[src/button_click_event_detector_top_defines.svh]
// Assertion macros shared by the RTL.
`ifndef BUTTON_CLICK_EVENT_DETECTOR_TOP_DEFINES_SVH
`define BUTTON_CLICK_EVENT_DETECTOR_TOP_DEFINES_SVH

// Same-cycle implication, disabled during reset.
`define BCED_ASSERT_IMPL(label, clk, rst_n, ante, cons) \
	label: assert property (@(posedge clk) disable iff (!(rst_n)) (ante) |-> (cons)) \
		else $error("assertion failed");

// Next-cycle implication, disabled during reset.
`define BCED_ASSERT_NEXT(label, clk, rst_n, ante, cons) \
	label: assert property (@(posedge clk) disable iff (!(rst_n)) (ante) |=> (cons)) \
		else $error("assertion failed");

`endif

[src/bced_pkg.sv]
package bced_pkg;

	localparam int TICK_WIDTH = 16;
	localparam int CFG_TICK_W = 16;
	localparam int DEB_W      = 8;
	localparam int REP_W      = 8;
	localparam int CMP_W      = (TICK_WIDTH > CFG_TICK_W) ? TICK_WIDTH : CFG_TICK_W;

	localparam logic [TICK_WIDTH-1:0] TICK_MAX = '1;
	localparam logic [REP_W-1:0]      REP_MAX  = '1;

	localparam logic [DEB_W-1:0]      DEBOUNCE_RST = 8'd3;
	localparam logic [CFG_TICK_W-1:0] SHORT_RST    = 16'd60;
	localparam logic [CFG_TICK_W-1:0] LONG_RST     = 16'd200;

	localparam logic [1:0] CFG_DEBOUNCE = 2'd0;
	localparam logic [1:0] CFG_SHORT    = 2'd1;
	localparam logic [1:0] CFG_LONG     = 2'd2;

	typedef enum logic [2:0] {
		ST_IDLE    = 3'd0,
		ST_PRESSED = 3'd1,
		ST_WAIT    = 3'd2,
		ST_AGAIN   = 3'd3,
		ST_LONG    = 3'd5
	} click_state_t;

	typedef struct packed {
		logic [DEB_W-1:0]      settle_len;
		logic [CFG_TICK_W-1:0] gap_len;
		logic [CFG_TICK_W-1:0] hold_len;
	} cfg_t;

	typedef struct packed {
		logic             raw_level_echo;
		logic             stable_level;
		logic             btn_down;
		logic             btn_up;
		logic             btn_again;
		logic             click_x1;
		logic             click_x2;
		logic             long_press_start;
		logic             long_held;
		logic [REP_W-1:0] click_count;
	} result_t;

endpackage

[src/bced_core.sv]
`include "button_click_event_detector_top_defines.svh"

module bced_core (
	input  logic             clk,
	input  logic             arst_n,
	input  logic             accept,
	input  logic             raw_level,
	input  bced_pkg::cfg_t    cfg,
	output bced_pkg::result_t res
);
	import bced_pkg::*;

	click_state_t            state_q, state_nxt;
	logic [TICK_WIDTH-1:0]   tick_q, tick_inc, tick_nxt;
	logic [DEB_W-1:0]        dcnt_q, dcnt_nxt;
	logic [DEB_W:0]          dcnt_inc;
	logic                    deb_q, deb_nxt;
	logic [REP_W-1:0]        rep_q, rep_nxt, rep_sat;
	logic                    gt_long, gt_short, lt_short;
	logic [5:0]              evt_vec;

	// tick count and debounce
	always_comb begin
		tick_inc = tick_q;
		if (state_q != ST_IDLE && tick_q != TICK_MAX) begin
			tick_inc = tick_q + 1'b1;
		end
		deb_nxt  = deb_q;
		dcnt_nxt = '0;
		dcnt_inc = {1'b0, dcnt_q} + 1'b1;
		if (raw_level != deb_q) begin
			if (dcnt_inc >= {1'b0, cfg.settle_len}) begin
				deb_nxt = raw_level;
			end else begin
				dcnt_nxt = dcnt_inc[DEB_W-1:0];
			end
		end
	end

	assign gt_long  = CMP_W'(tick_inc) > CMP_W'(cfg.hold_len);
	assign gt_short = CMP_W'(tick_inc) > CMP_W'(cfg.gap_len);
	assign lt_short = CMP_W'(tick_inc) < CMP_W'(cfg.gap_len);
	assign rep_sat  = (rep_q != REP_MAX) ? rep_q + 1'b1 : rep_q;

	// next state
	always_comb begin
		state_nxt = state_q;
		tick_nxt  = tick_inc;
		rep_nxt   = rep_q;
		case (state_q)
			ST_IDLE: begin
				if (deb_nxt) begin
					tick_nxt  = '0;
					rep_nxt   = REP_W'(1);
					state_nxt = ST_PRESSED;
				end
			end
			ST_PRESSED: begin
				if (!deb_nxt) begin
					tick_nxt  = '0;
					state_nxt = ST_WAIT;
				end else if (gt_long) begin
					state_nxt = ST_LONG;
				end
			end
			ST_WAIT: begin
				if (deb_nxt) begin
					rep_nxt   = rep_sat;
					tick_nxt  = '0;
					state_nxt = ST_AGAIN;
				end else if (gt_short) begin
					state_nxt = ST_IDLE;
				end
			end
			ST_AGAIN: begin
				if (!deb_nxt) begin
					if (lt_short) begin
						tick_nxt  = '0;
						state_nxt = ST_WAIT;
					end else begin
						state_nxt = ST_IDLE;
					end
				end
			end
			ST_LONG: begin
				if (!deb_nxt) begin
					state_nxt = ST_IDLE;
				end
			end
			default: begin
			end
		endcase
	end

	// event flags
	always_comb begin
		res                = '0;
		res.raw_level_echo = raw_level;
		res.stable_level   = deb_nxt;
		res.click_count    = rep_nxt;
		case (state_q)
			ST_IDLE: begin
				res.btn_down = deb_nxt;
			end
			ST_PRESSED: begin
				res.btn_up           = !deb_nxt;
				res.long_press_start = deb_nxt && gt_long;
			end
			ST_WAIT: begin
				res.btn_down  = deb_nxt;
				res.btn_again = deb_nxt;
				res.click_x1  = !deb_nxt && gt_short && (rep_q == REP_W'(1));
				res.click_x2  = !deb_nxt && gt_short && (rep_q == REP_W'(2));
			end
			ST_AGAIN: begin
				res.btn_up = !deb_nxt;
			end
			ST_LONG: begin
				res.long_held = deb_nxt;
				res.btn_up    = !deb_nxt;
			end
			default: begin
			end
		endcase
	end

	always_ff @(posedge clk or negedge arst_n) begin
		if (!arst_n) begin
			state_q <= ST_IDLE;
			tick_q  <= '0;
			dcnt_q  <= '0;
			deb_q   <= 1'b0;
			rep_q   <= '0;
		end else if (accept) begin
			state_q <= state_nxt;
			tick_q  <= tick_nxt;
			dcnt_q  <= dcnt_nxt;
			deb_q   <= deb_nxt;
			rep_q   <= rep_nxt;
		end
	end

	assign evt_vec = {res.btn_down, res.btn_up, res.click_x1, res.click_x2,
		res.long_press_start, res.long_held};

	`BCED_ASSERT_IMPL(a_flags_excl, clk, arst_n, accept, $onehot0(evt_vec))
	`BCED_ASSERT_IMPL(a_repeat_down, clk, arst_n, accept && res.btn_again, res.btn_down)
	`BCED_ASSERT_NEXT(a_down_enter, clk, arst_n, accept && res.btn_down, (state_q == ST_PRESSED || state_q == ST_AGAIN) && tick_q == '0)
	`BCED_ASSERT_IMPL(a_long_hold, clk, arst_n, accept && state_q == ST_LONG && res.stable_level, res.long_held)

endmodule

[src/bced_out.sv]
`include "button_click_event_detector_top_defines.svh"

module bced_out (
	input  logic             clk,
	input  logic             arst_n,
	input  logic             in_valid,
	output logic             in_stall,
	input  bced_pkg::result_t res,
	output logic             out_valid,
	input  logic             out_stall,
	output bced_pkg::result_t res_q
);
	import bced_pkg::*;

	logic valid_q;
	logic accept;

	assign in_stall  = valid_q && out_stall;
	assign accept    = in_valid && !in_stall;
	assign out_valid = valid_q;

	always_ff @(posedge clk or negedge arst_n) begin
		if (!arst_n) begin
			valid_q <= 1'b0;
		end else if (accept) begin
			valid_q <= 1'b1;
		end else if (!out_stall) begin
			valid_q <= 1'b0;
		end
	end

	always_ff @(posedge clk) begin
		if (accept) begin
			res_q <= res;
		end
	end

	`BCED_ASSERT_NEXT(a_acc_valid, clk, arst_n, accept, valid_q)
	`BCED_ASSERT_NEXT(a_hold_valid, clk, arst_n, valid_q && out_stall, valid_q)
	`BCED_ASSERT_NEXT(a_drain, clk, arst_n, valid_q && !out_stall && !accept, !valid_q)

endmodule

[src/button_click_event_detector_top.sv]
// Button click event detector.
// Input channel: in_valid / in_stall carry one raw_level sample per item,
// one item per sampling tick. Output channel: out_valid / out_stall carry
// one result item per input item: the echoed sample, the debounced level,
// one-tick event flags and the current click count.
// Latency: an item's result is presented the cycle after it is accepted,
// from the output register. Throughput: one item per clock if unstalled.
// in_stall is high only while a result is held in the output register
// and out_stall is high; a result taken in the same cycle frees the
// register for the next item.
// Configuration: cfg_we writes cfg_data into register cfg_index
// (0 debounce ticks, 1 short ticks, 2 long ticks); write only when idle.
// Reset: clears the click state, counters and the output valid, and
// loads debounce 3, short 60, long 200.
module button_click_event_detector_top (
	input  logic                              clk,
	input  logic                              arst_n,
	input  logic                              in_valid,
	output logic                              in_stall,
	input  logic                              raw_level,
	output logic                              out_valid,
	input  logic                              out_stall,
	output logic                              raw_level_echo,
	output logic                              stable_level,
	output logic                              btn_down,
	output logic                              btn_up,
	output logic                              btn_again,
	output logic                              click_x1,
	output logic                              click_x2,
	output logic                              long_press_start,
	output logic                              long_held,
	output logic [bced_pkg::REP_W-1:0]        click_count,
	input  logic                              cfg_we,
	input  logic [1:0]                        cfg_index,
	input  logic [bced_pkg::CFG_TICK_W-1:0]   cfg_data
);
	import bced_pkg::*;

	cfg_t    cfg_q;
	result_t res;
	result_t res_q;
	logic    accept;

	always_ff @(posedge clk or negedge arst_n) begin
		if (!arst_n) begin
			cfg_q.settle_len <= DEBOUNCE_RST;
			cfg_q.gap_len    <= SHORT_RST;
			cfg_q.hold_len   <= LONG_RST;
		end else if (cfg_we) begin
			case (cfg_index)
				CFG_DEBOUNCE: cfg_q.settle_len <= cfg_data[DEB_W-1:0];
				CFG_SHORT:    cfg_q.gap_len    <= cfg_data;
				CFG_LONG:     cfg_q.hold_len   <= cfg_data;
				default: begin
				end
			endcase
		end
	end

	assign accept = in_valid && !in_stall;

	bced_core u_core (
		.clk       (clk),
		.arst_n    (arst_n),
		.accept    (accept),
		.raw_level (raw_level),
		.cfg       (cfg_q),
		.res       (res)
	);

	bced_out u_out (
		.clk       (clk),
		.arst_n    (arst_n),
		.in_valid  (in_valid),
		.in_stall  (in_stall),
		.res       (res),
		.out_valid (out_valid),
		.out_stall (out_stall),
		.res_q     (res_q)
	);

	assign raw_level_echo   = res_q.raw_level_echo;
	assign stable_level     = res_q.stable_level;
	assign btn_down         = res_q.btn_down;
	assign btn_up           = res_q.btn_up;
	assign btn_again        = res_q.btn_again;
	assign click_x1         = res_q.click_x1;
	assign click_x2         = res_q.click_x2;
	assign long_press_start = res_q.long_press_start;
	assign long_held        = res_q.long_held;
	assign click_count      = res_q.click_count;

endmodule

[config.mk]
export PLATFORM = sky130hd
export DESIGN_NAME = button_click_event_detector_top
export DESIGN_NICKNAME = d
export VERILOG_FILES = /design/src/bced_pkg.sv /design/src/bced_core.sv /design/src/bced_out.sv /design/src/button_click_event_detector_top.sv
export VERILOG_INCLUDE_DIRS = /design/src /design/src/src
export SDC_FILE = /design/constraint.sdc
export NUM_CORES = 1
export LEC_CHECK = 0
export BUFFER_PORTS_ARGS = -buffer_cell sky130_fd_sc_hd__buf_2
export CAP_MARGIN = 30
export CELL_PAD_IN_SITES_DETAIL_PLACEMENT = 2
export CELL_PAD_IN_SITES_GLOBAL_PLACEMENT = 2
export CORE_ASPECT_RATIO = 1.4
export CORE_UTILIZATION = 43
export CTS_CLUSTER_SIZE = 8
export DETAILED_ROUTE_END_ITERATION = 6
export PLACE_DENSITY_LB_ADDON = 0.1
export REMOVE_ABC_BUFFERS = 1
export SETUP_SLACK_MARGIN = 0.2
export SYNTH_ARGS = -nofsm -noshare
export SYNTH_HDL_FRONTEND = slang
export SYNTH_HIERARCHICAL = 1
export SYNTH_SLANG_ARGS = --single-unit
[constraint.sdc]
create_clock -name clk -period 7.4 [get_ports clk]
set_input_delay 0 -clock clk [delete_from_list [all_inputs] [get_ports clk]]
set_output_delay 0 -clock clk [all_outputs]
set_load 0.02 [all_outputs]
Word level (Yosys, flattened, before mapping) --
Cells that the tools add are included.
Storage, ports and cells: register bits 94, output and inout port bits 19, input bits 24, logic and storage cells 87
Operators by class: multiplexer cells 25, reductions and logical operators 19, $add $sub $neg 3, equal/unequal tests 17, $lt $le $gt $ge 4
Operators with widths (number):
- $mux 16 | 5
- $pmux 16 s3 | 1
- $mux 8 | 5
- $gt 16x16->1 | 2
- $mux 3 | 7
- $add 16x1->16 const B | 1
- $lt 16x16->1 | 1
- $ne 16x16->1 const B | 1
- $pmux 8 s2 | 1
- $pmux 3 s5 | 1
- $add 8x1->9 const B | 1
- $ge 9x8->1 | 1
- $add 8x1->8 const B | 1
- $eq 8x1->1 const B | 1
- $eq 8x2->1 const B | 1
- $ne 8x8->1 const B | 1
- $logic_and 1x1->1 | 7
- $reduce_and 7->1 | 1
- $eq 3x2->1 const B | 2
- $reduce_and 2->1 | 3
- $reduce_bool 5->1 | 1
- $mux 1 | 4
- $ne 2x1->1 const B | 2
- $ne 2x2->1 const B | 2
- other kinds (14) | 15

Logic depth before layout (Yosys ltp) --
Gate-level depths: netlist of the first run.
depth in word-level cells 7, gate-level depth with buffers 15, mapped depth without buffers 14

Modules after synthesis --
The synthesis of the first run kept the hierarchy.
By module, submodules not included:
- bced_core | instances 1, seq. area each 900.9 um^2, cells each 456, area an instance 3699.8 um^2
- button_click_event_detector_top | instances 1, seq. area each 1012.2 um^2, cells each 86, area an instance 1542.7 um^2
- bced_out | instances 1, seq. area each 535.5 um^2, cells each 21, area an instance 560.5 um^2

Worst setup path after synthesis of the first run --
Ideal clock, no wire load.
path kind reg2reg, start reg u_core.tick_q[6], end reg u_core.tick_q[14], data required time 7.320 ns, data arrival time 3.298 ns, slack 4.021 ns, clock period less this slack 3.379 ns, stages on the path, launching flop included 15, cells stage by stage dfrtp_1 > clkbuf_2 > nand3_1 > or4_4 > nor3_4 > nand3_1 > xnor2_1 > ha_1 > nand4_1 > or4_1 > a21o_1 > a41oi_2 > nor4_4 > buf_6 > nor3_2
Between the ends: longest elaborated chain between the ends 7, elaborated cells on any way between the ends 10, those cells by class add/sub: 1; order compare: 1; eq/ne: 1; mux: 6; reduce/logical: 1
Ends and longest elaborated chain:
- from (decl) | line bced_core.sv:14 | logic [TICK_WIDTH-1:0] tick_q, tick_inc, tick_nxt;
- from (signal assigned) | line bced_core.sv:136 | tick_q <= tick_nxt;
- parallel branches: the longest is 2 deep, another holds $add 16x1->16
- $mux 16 * | line bced_core.sv:25 | if (state_q != ST_IDLE && tick_q != TICK_MAX) begin
- $lt 16x16->1 | line bced_core.sv:42 | assign lt_short = CMP_W'(tick_inc) < CMP_W'(cfg.gap_len);
- $mux 16 | line bced_core.sv:77 | if (lt_short) begin
- $mux 16 | line bced_core.sv:76 | if (!deb_nxt) begin
- $pmux 16 s3 * | line bced_core.sv:50 | case (state_q)
Mark *: on every way between the ends. A chain may end at the register's enable or synchronous reset.

Final worst setup path of the first run --
start reg u_core.tick_q[0], end reg u_core.tick_q[7]
The elaborated chain is that of the path after synthesis.

==> run summary, run 1 <==
Max Slew Vio Count: 0
initial cell density of the core: 44.65%
YS warnings: 6
ranking of synthesized cells by area: dfrtp_1, ha_1, edfxtp_1
Least-Margin Pin Slew: 0.9788 ns
achievable frequency: 0.2418 GHz
core area: 13000 um^2
Leakage: 0.002974 uW
Die Area: 13970 um^2
placed cell areas: 6192 um^2
H-Tree Depth: 3
Worst Setup End Kind: flip-flop
Yosys cell types: 66
Post-synth EDFFs: 17
normalized max-slew margin: 34.24%
count leader, synth: dfrtp_1
DRC errors left: 0
Post-CTS Setup Bufs: 0
Total GRT Usage: 27.85%
root buf cell: clkbuf_16
Ant. Diodes: 0
CP Launch Type: flip-flop
ys flop type: dfrtp_1
CTS buffer count: 9
clk sinks: 94
Avg Cell Area, Syn: 10.31 um^2
# setup viols final: 0
Hold WC Path Type: in2reg
drt pass-1 iters: 4
RSZ-0062 raised after global routing: no
crit path time final: 4.136 ns
DR vias/cell: 5.753
nets: 692
final period utilization: 55.89%
setup TNS: 0 ns
clock buffer depth: 2
area leader, netlist: dfrtp_1
CTS tree: built
first-pass GRT wire length: 29480 um
DIE WIDTH: 100.2 um
standard-cell row count: 49
max cap viols: 0
Routed WL: 18110 um
Yosys top cell area share: 29.32%
Max Fanout on Critical Path: 9
vias in the first global route: 5442
Util after Layout: 51.36%
Final Cell Area: 6675 um^2
Synth Cell Area: 5803 um^2
Syn Inst Count: 563
grt ovf: 0
status: completed
largest net degree at the start of global routing: 42
Yosys reg bits: 94
clock transition at the registers of the reported paths: 0.08 ns
Worst EP required: 7.62 ns
fraction of registers with async set/reset: 81.91%
via count: 4637
Hold Vio Cnt, Final: 0
share of cells above drive strength 1: 22.45%
RePlAce Congestion: 0.8470
antenna violations before repair: 0
Routed Antenna Nets: 0
Area Overhead vs Synth: 15.03%
crit path kind: reg2reg
Die H: 139.5 um
arrival time at the worst endpoint: 4.36 ns
Worst Clk Skew: 0.01287 ns
PwrDens: 275.4 nW/um^2
Synth top cells by count: dfrtp_1, inv_1, ha_1, mux2_2, nand2_1
port bufs: 42
hold slack: 0.1692 ns
maximum vdd drop: 125.0 uV
sequential area share after synthesis: 42.19%
DP HPWL: 12930 um
I/O pins: 43
average wire per standard cell: 22.47 um
initial DRC count: 135
Clock Latency Late Sink: 0.35 ns
critical path: stages, from the launching register on:
cell,delay [ns]
dfrtp_1,0.44
ha_1,0.24
nand3_1,0.21
nor4_2,0.70
nand3_1,0.18
xnor2_1,0.42
ha_1,0.33
nand4_1,0.13
or4_1,0.18
a21o_1,0.14
a41oi_2,0.14
nor4_4,0.59
buf_6,0.25
nor3_2,0.06
final timing paths:
kind / startpoint / endpoint / slack, ns / cells after the start
worst max-delay path: u_core/tick_q[0] / u_core/tick_q[7] / 3.26 / 13
worst min-delay path: cfg_index[1] / cfg_q[35] / 0.17 / 3
worst max register to register: u_core/tick_q[0] / u_core/tick_q[7] / 3.26 / 13
worst min register to register: cfg_q[28] / cfg_q[28] / 0.51 / 1
max in group asynchronous: arst_n / cfg_q[18] / 6.53 / 3
min in group asynchronous: arst_n / u_core/rep_q[5] / 0.19 / 2
cell type report:
cell class	count	area, um^2
clock buffer	10	239.0
clock inverter	6	43.79
fill	1364	6322
inverter	59	221.5
multi-input combinational	393	3037
sequential	94	2449
tap	178	222.7
timing repair buffer	66	462.9
metal layers:
metal	global-route usage, %	part of all wire (%)
met2	53.89	56
met5	0	0
met3	3.164	2.3
met1	29.87	38
met4	11.29	3.3
kinds of logic (layout without fill, tap and decap cells):
kind of cell             Yosys count  count (layout)  share of synthesized area [%]
buffers and inverters             76             141                          5.476
AND/OR/NAND/NOR                  171             171                          17.53
AO/OA/AOI/OAI                     95              95                          10.87
adder cells (fa/ha/maj)           45              45                          9.702
multiplexers                      45              45                          8.646
flip-flops                        94              94                          42.19
XOR/XNOR                          37              37                          5.584
where the power goes:
group | switching [uW] | total [uW] | internal (uW)
logic | 400 | 651 | 251
clock network | 216 | 456 | 239
registers | 92.2 | 731 | 639
total | 709 | 1840 | 1130
cell usage in the layout, fill, tap and decap left out, drive strengths merged, types with 3 or more instances in the layout:
cell type	instances
o2bb2ai	3
a21oi	31
nor2	21
or3	3
a211oi	4
inv	61
nor3	27
and2	4
o211ai	5
xor2	17
a31oi	3
mux2	41
dfrtp	68
ha	45
nor4	5
dfstp	9
clkbuf	10
nand2	34
nand4	20
o21ai	22
dlygate4sd3	20
xnor2	20
nand2b	10
o22ai	5
nor2b	6
nand3	21
mux2i	4
clkinv	3
and3	8
or2	4
o22a	3
edfxtp	17
buf	46
metrics by stage:
stage                     setup slack [ns]  instances  total power [uW]
after floorplan                      3.911        546              1134
after global placement               3.290        767              1300
after detailed placement             3.391        770              1356
after CTS                            3.290        806              1835
after global routing                 3.009        806              1945
final                                3.264        806              1838
registers in the layout (all words and copies together), names as in the netlist:
name and flops:
cfg_q 40, u_core/dcnt_q 8, u_core/deb_q 1, u_core/rep_q 8, u_core/state_q 3, u_core/tick_q 16
u_out/out_valid 1, u_out/res_q 17
timing repair:
item,CTS,global route
endpoints found under the hold margin,68,0
hold buffers,20,0
resized for setup,0,0
(Power assumes the default switching activity.)
==> run 2, diff against run 1 <==
--- a/config.mk
+++ b/config.mk
@@ -6,12 +6,13 @@
 export SDC_FILE = /design/constraint.sdc
 export NUM_CORES = 1
 export LEC_CHECK = 0
+export ABC_AREA = 1
 export BUFFER_PORTS_ARGS = -buffer_cell sky130_fd_sc_hd__buf_2
 export CAP_MARGIN = 30
 export CELL_PAD_IN_SITES_DETAIL_PLACEMENT = 2
 export CELL_PAD_IN_SITES_GLOBAL_PLACEMENT = 2
 export CORE_ASPECT_RATIO = 1.4
-export CORE_UTILIZATION = 43
+export CORE_UTILIZATION = 33
 export CTS_CLUSTER_SIZE = 8
 export DETAILED_ROUTE_END_ITERATION = 6
 export PLACE_DENSITY_LB_ADDON = 0.1
==> constraint.sdc (replaced) <==
create_clock -name clk -period 3.5 [get_ports clk]
set_input_delay 0 -clock clk [delete_from_list [all_inputs] [get_ports clk]]
set_output_delay 0 -clock clk [all_outputs]
set_load 0.02 [all_outputs]
==> run 2 against run 1 <==
- die area grew 39%
- routed wire length grew 11%
- sequential share of layout area down 4.6 points
- combinational power rose to 3.5 times the previous value
- critical path depth increased by 12
- design area grew 15%
- via count up 21%
- worst hold slack got worse by 0.17 ns
- critical path type unchanged
==> run summary, run 2 <==
status: completed (unchanged)
Die H: 164.7 um (was 139.5 um)
Hold WC Path Type: in2reg (unchanged)
DR vias/cell: 4.965 (was 5.753)
initial DRC count: 189 (was 135)
port bufs: 42 (unchanged)
Synth top cells by count: nand2_1, inv_1, dfrtp_1, nand3_1, nor2_1 (was dfrtp_1, inv_1, ha_1, mux2_2, nand2_1)
grt ovf: 0 (unchanged)
initial cell density of the core: 33.68% (was 44.65%)
Routed WL: 20180 um (was 18110 um)
R2R Path Start: u_core/tick_q[1] (was u_core/tick_q[0])
crit path time final: 3.258 ns (was 4.136 ns)
hold slack: 0.003353 ns (was 0.1692 ns)
CTS buffer count: 9 (unchanged)
fraction of registers with async set/reset: 81.91% (unchanged)
pre-CTS worst setup slack: -0.1446 ns (was 3.391 ns)
standard-cell row count: 59 (was 49)
core area: 18530 um^2 (was 13000 um^2)
GR Util met3: 2.279% (was 3.164%)
arrival time at the worst endpoint: 3.51 ns (was 4.36 ns)
Yosys reg bits: 94 (unchanged)
CP Launch Type: flip-flop (unchanged)
nets: 946 (was 692)
Worst Clk Skew: 0.009450 ns (was 0.01287 ns)
Yosys cell types: 39 (was 66)
root buf cell: clkbuf_16 (unchanged)
max FFs per register: 40 (unchanged)
Yosys top cell area share: 27.27% (was 29.32%)
Worst Min Path Start: out_stall (was cfg_index[1])
routing usage on met1: 20.88% (was 29.87%)
Worst EP required: 3.75 ns (was 7.62 ns)
final period utilization: 93.07% (was 55.89%)
setup TNS: 0 ns (unchanged)
sequential area share after synthesis: 39.23% (was 42.19%)
# setup viols final: 0 (unchanged)
clock transition at the registers of the reported paths: 0.07 ns (was 0.08 ns)
RePlAce Congestion: 0.8238 (was 0.8470)
Worst Setup End Kind: flip-flop (unchanged)
Top reg by flops: cfg_q (unchanged)
DIE WIDTH: 118.2 um (was 100.2 um)
vias in the first global route: 6276 (was 5442)
ranking of synthesized cells by area: dfrtp_1, nand2_1, ha_1 (was dfrtp_1, ha_1, edfxtp_1)
clock buffer depth: 2 (unchanged)
Leakage: 0.003884 uW (was 0.002974 uW)
most frequent cells in the layout: nand2_1, inv_1, dfrtp_1 (was dfrtp_1, inv_1, ha_1)
Syn Inst Count: 796 (was 563)
Reg area: 2454 um^2 (was 2449 um^2)
Layout Cells excl Fill: 1126 (was 806)
Post-synth EDFFs: 17 (unchanged)
Hold Vio Cnt, Final: 0 (unchanged)
met2 Usage GRT: 45.59% (was 53.89%)
DP HPWL: 14590 um (was 12930 um)
Inst Count DP: 1065 (was 770)
H-Tree Depth: 3 (unchanged)
largest registers: cfg_q (40), u_out/res_q (17), u_core/tick_q (16) (unchanged)
maximum vdd drop: 259.7 uV (was 125.0 uV)
YS warnings: 6 (unchanged)
normalized max-slew margin: 41.77% (was 34.24%)
crit path kind: reg2reg (unchanged)
largest net degree at the start of global routing: 60 (was 42)
Routed Antenna Nets: 0 (unchanged)
DRC errors left: 0 (unchanged)
Least-Margin Pin Slew: 0.8735 ns (was 0.9788 ns)
Max Fanout on Critical Path: 5 (was 9)
fillcell total: 2139 (was 1364)
Util after Layout: 41.27% (was 51.36%)
via count: 5591 (was 4637)
CTS tree: built (unchanged)
setup ws final: 0.2424 ns (was 3.264 ns)
first-pass GRT wire length: 32200 um (was 29480 um)
busiest grt layer: met2 (unchanged)
Synth Cell Area: 6241 um^2 (was 5803 um^2)
Area Overhead vs Synth: 22.51% (was 15.03%)
PwrDens: 628.2 nW/um^2 (was 275.4 nW/um^2)
Die Area: 19470 um^2 (was 13970 um^2)
I/O pins: 43 (unchanged)
count leader, synth: nand2_1 (was dfrtp_1)
RSZ-0062 raised after global routing: yes (was no)
clk sinks: 94 (unchanged)
footprint of the multi-input gates: 3431 um^2 (was 3037 um^2)
drt pass-1 iters: 4 (unchanged)
achievable frequency: 0.3070 GHz (was 0.2418 GHz)
Total GRT Usage: 21.50% (was 27.85%)
average wire per standard cell: 17.92 um (was 22.47 um)
antenna violations before repair: 0 (unchanged)
Critical path origin: u_core/tick_q[1] (was u_core/tick_q[0])
max cap viols: 0 (unchanged)
Clock Latency Late Sink: 0.36 ns (was 0.35 ns)
Avg Cell Area, Syn: 7.840 um^2 (was 10.31 um^2)
area leader, netlist: dfrtp_1 (unchanged)
ys flop type: dfrtp_1 (unchanged)
Max Slew Vio Count: 0 (unchanged)
commonest non-fill, non-tap cell in the layout: nand2_1 (was dfrtp_1)
Ant. Diodes: 0 (unchanged)
share of cells above drive strength 1: 24.72% (was 22.45%)
run 2: cell count changes after synthesis, moves of 10 or more:
cell	change
nor3_2	-11
nand3_1	+32
xnor2_1	-19
nand2b_1	-10
inv_1	+66
nor2_1	+27
nand4_1	+26
nand2_2	+44
nand2_1	+175
mux2_2	-41
run 2: routing by layer:
| layer | part of all wire, % | routed length [um] |
|---|---|---|
| met5 | 0 | 0 |
| met4 | 2.2 | 437 |
| met3 | 1.4 | 276 |
| met2 | 60 | 12060 |
| met1 | 37 | 7407 |
run 2: where the power goes:
| group | leakage, uW | switching (uW) | internal (uW) |
|---|---|---|---|
| Sequential | 0.00114 | 184 | 1350 |
| Combinational | 0.00260 | 1460 | 802 |
| Clock | 0.000138 | 453 | 556 |
run 2: cell families after synthesis:
family,count (synthesis),synth area share [%]
and+or+nand+nor,432,32.98
AOI/OAI and AO/OA,50,4.651
DFF,94,39.23
buffers and inverters,152,10.89
xor gates and xnor gates,23,3.228
adders and majority gates,45,9.022
run 2: worst paths after layout:
| path | to | slack [ns] | cells past startpoint |
|---|---|---|---|
| max | u_core/state_q[0] | 0.24 | 25 |
| min | u_out/res_q[7] | 0.003 | 2 |
| max reg2reg | u_core/state_q[0] | 0.24 | 25 |
| min reg2reg | cfg_q[7] | 0.47 | 2 |
| max in group asynchronous | cfg_q[7] | 2.33 | 3 |
| min in group asynchronous | cfg_q[4] | 0.30 | 2 |
run 2: area by class of cell:
cell class | count | area share, %
tap | 244 | 3.993
clock inverter | 5 | 0.7364
clock buffer | 11 | 3.044
inverter | 128 | 6.415
timing repair buffer | 93 | 8.853
sequential | 94 | 32.09
multi-input combinational | 551 | 44.87
run 2: worst max-delay path, stage by stage (launching register included):
cell and delay [ns]:
dfrtp_1 0.38, ha_2 0.20, nand3_2 0.10, nor2_1 0.13
nand3_1 0.10, nand2_2 0.16, inv_2 0.07, nand4_1 0.11
nor2_2 0.07, buf_4 0.14, nand2_1 0.05, nand2_1 0.06
nand2_2 0.08, inv_2 0.05, ha_4 0.27, nand2_4 0.05
nor2_4 0.10, nand4_1 0.11, buf_4 0.17, o31ai_4 0.28
nor2_4 0.08, nor2_4 0.11, nor2_4 0.06, buf_6 0.11
nand3_2 0.06, nand2_1 0.05
run 2: per-stage QoR:
| step | area [um^2] | total power, uW |
|---|---|---|
| CTS | 7295 | 4604 |
| detailed placement | 6626 | 3441 |
| floorplan | 6052 | 2773 |
| global route | 7646 | 5168 |
| global placement | 6626 | 3330 |
| finish | 7646 | 4803 |
run 2: repair_timing:
action                                  4_1_cts  5_1_grt
hold buffers                                 20        0
cloned                                        1        0
buffers inserted                             13       10
hold endpoints to repair                     93        0
gates resized for setup                      20       56
pin swaps                                    11       29
endpoints found under the setup margin       21       32
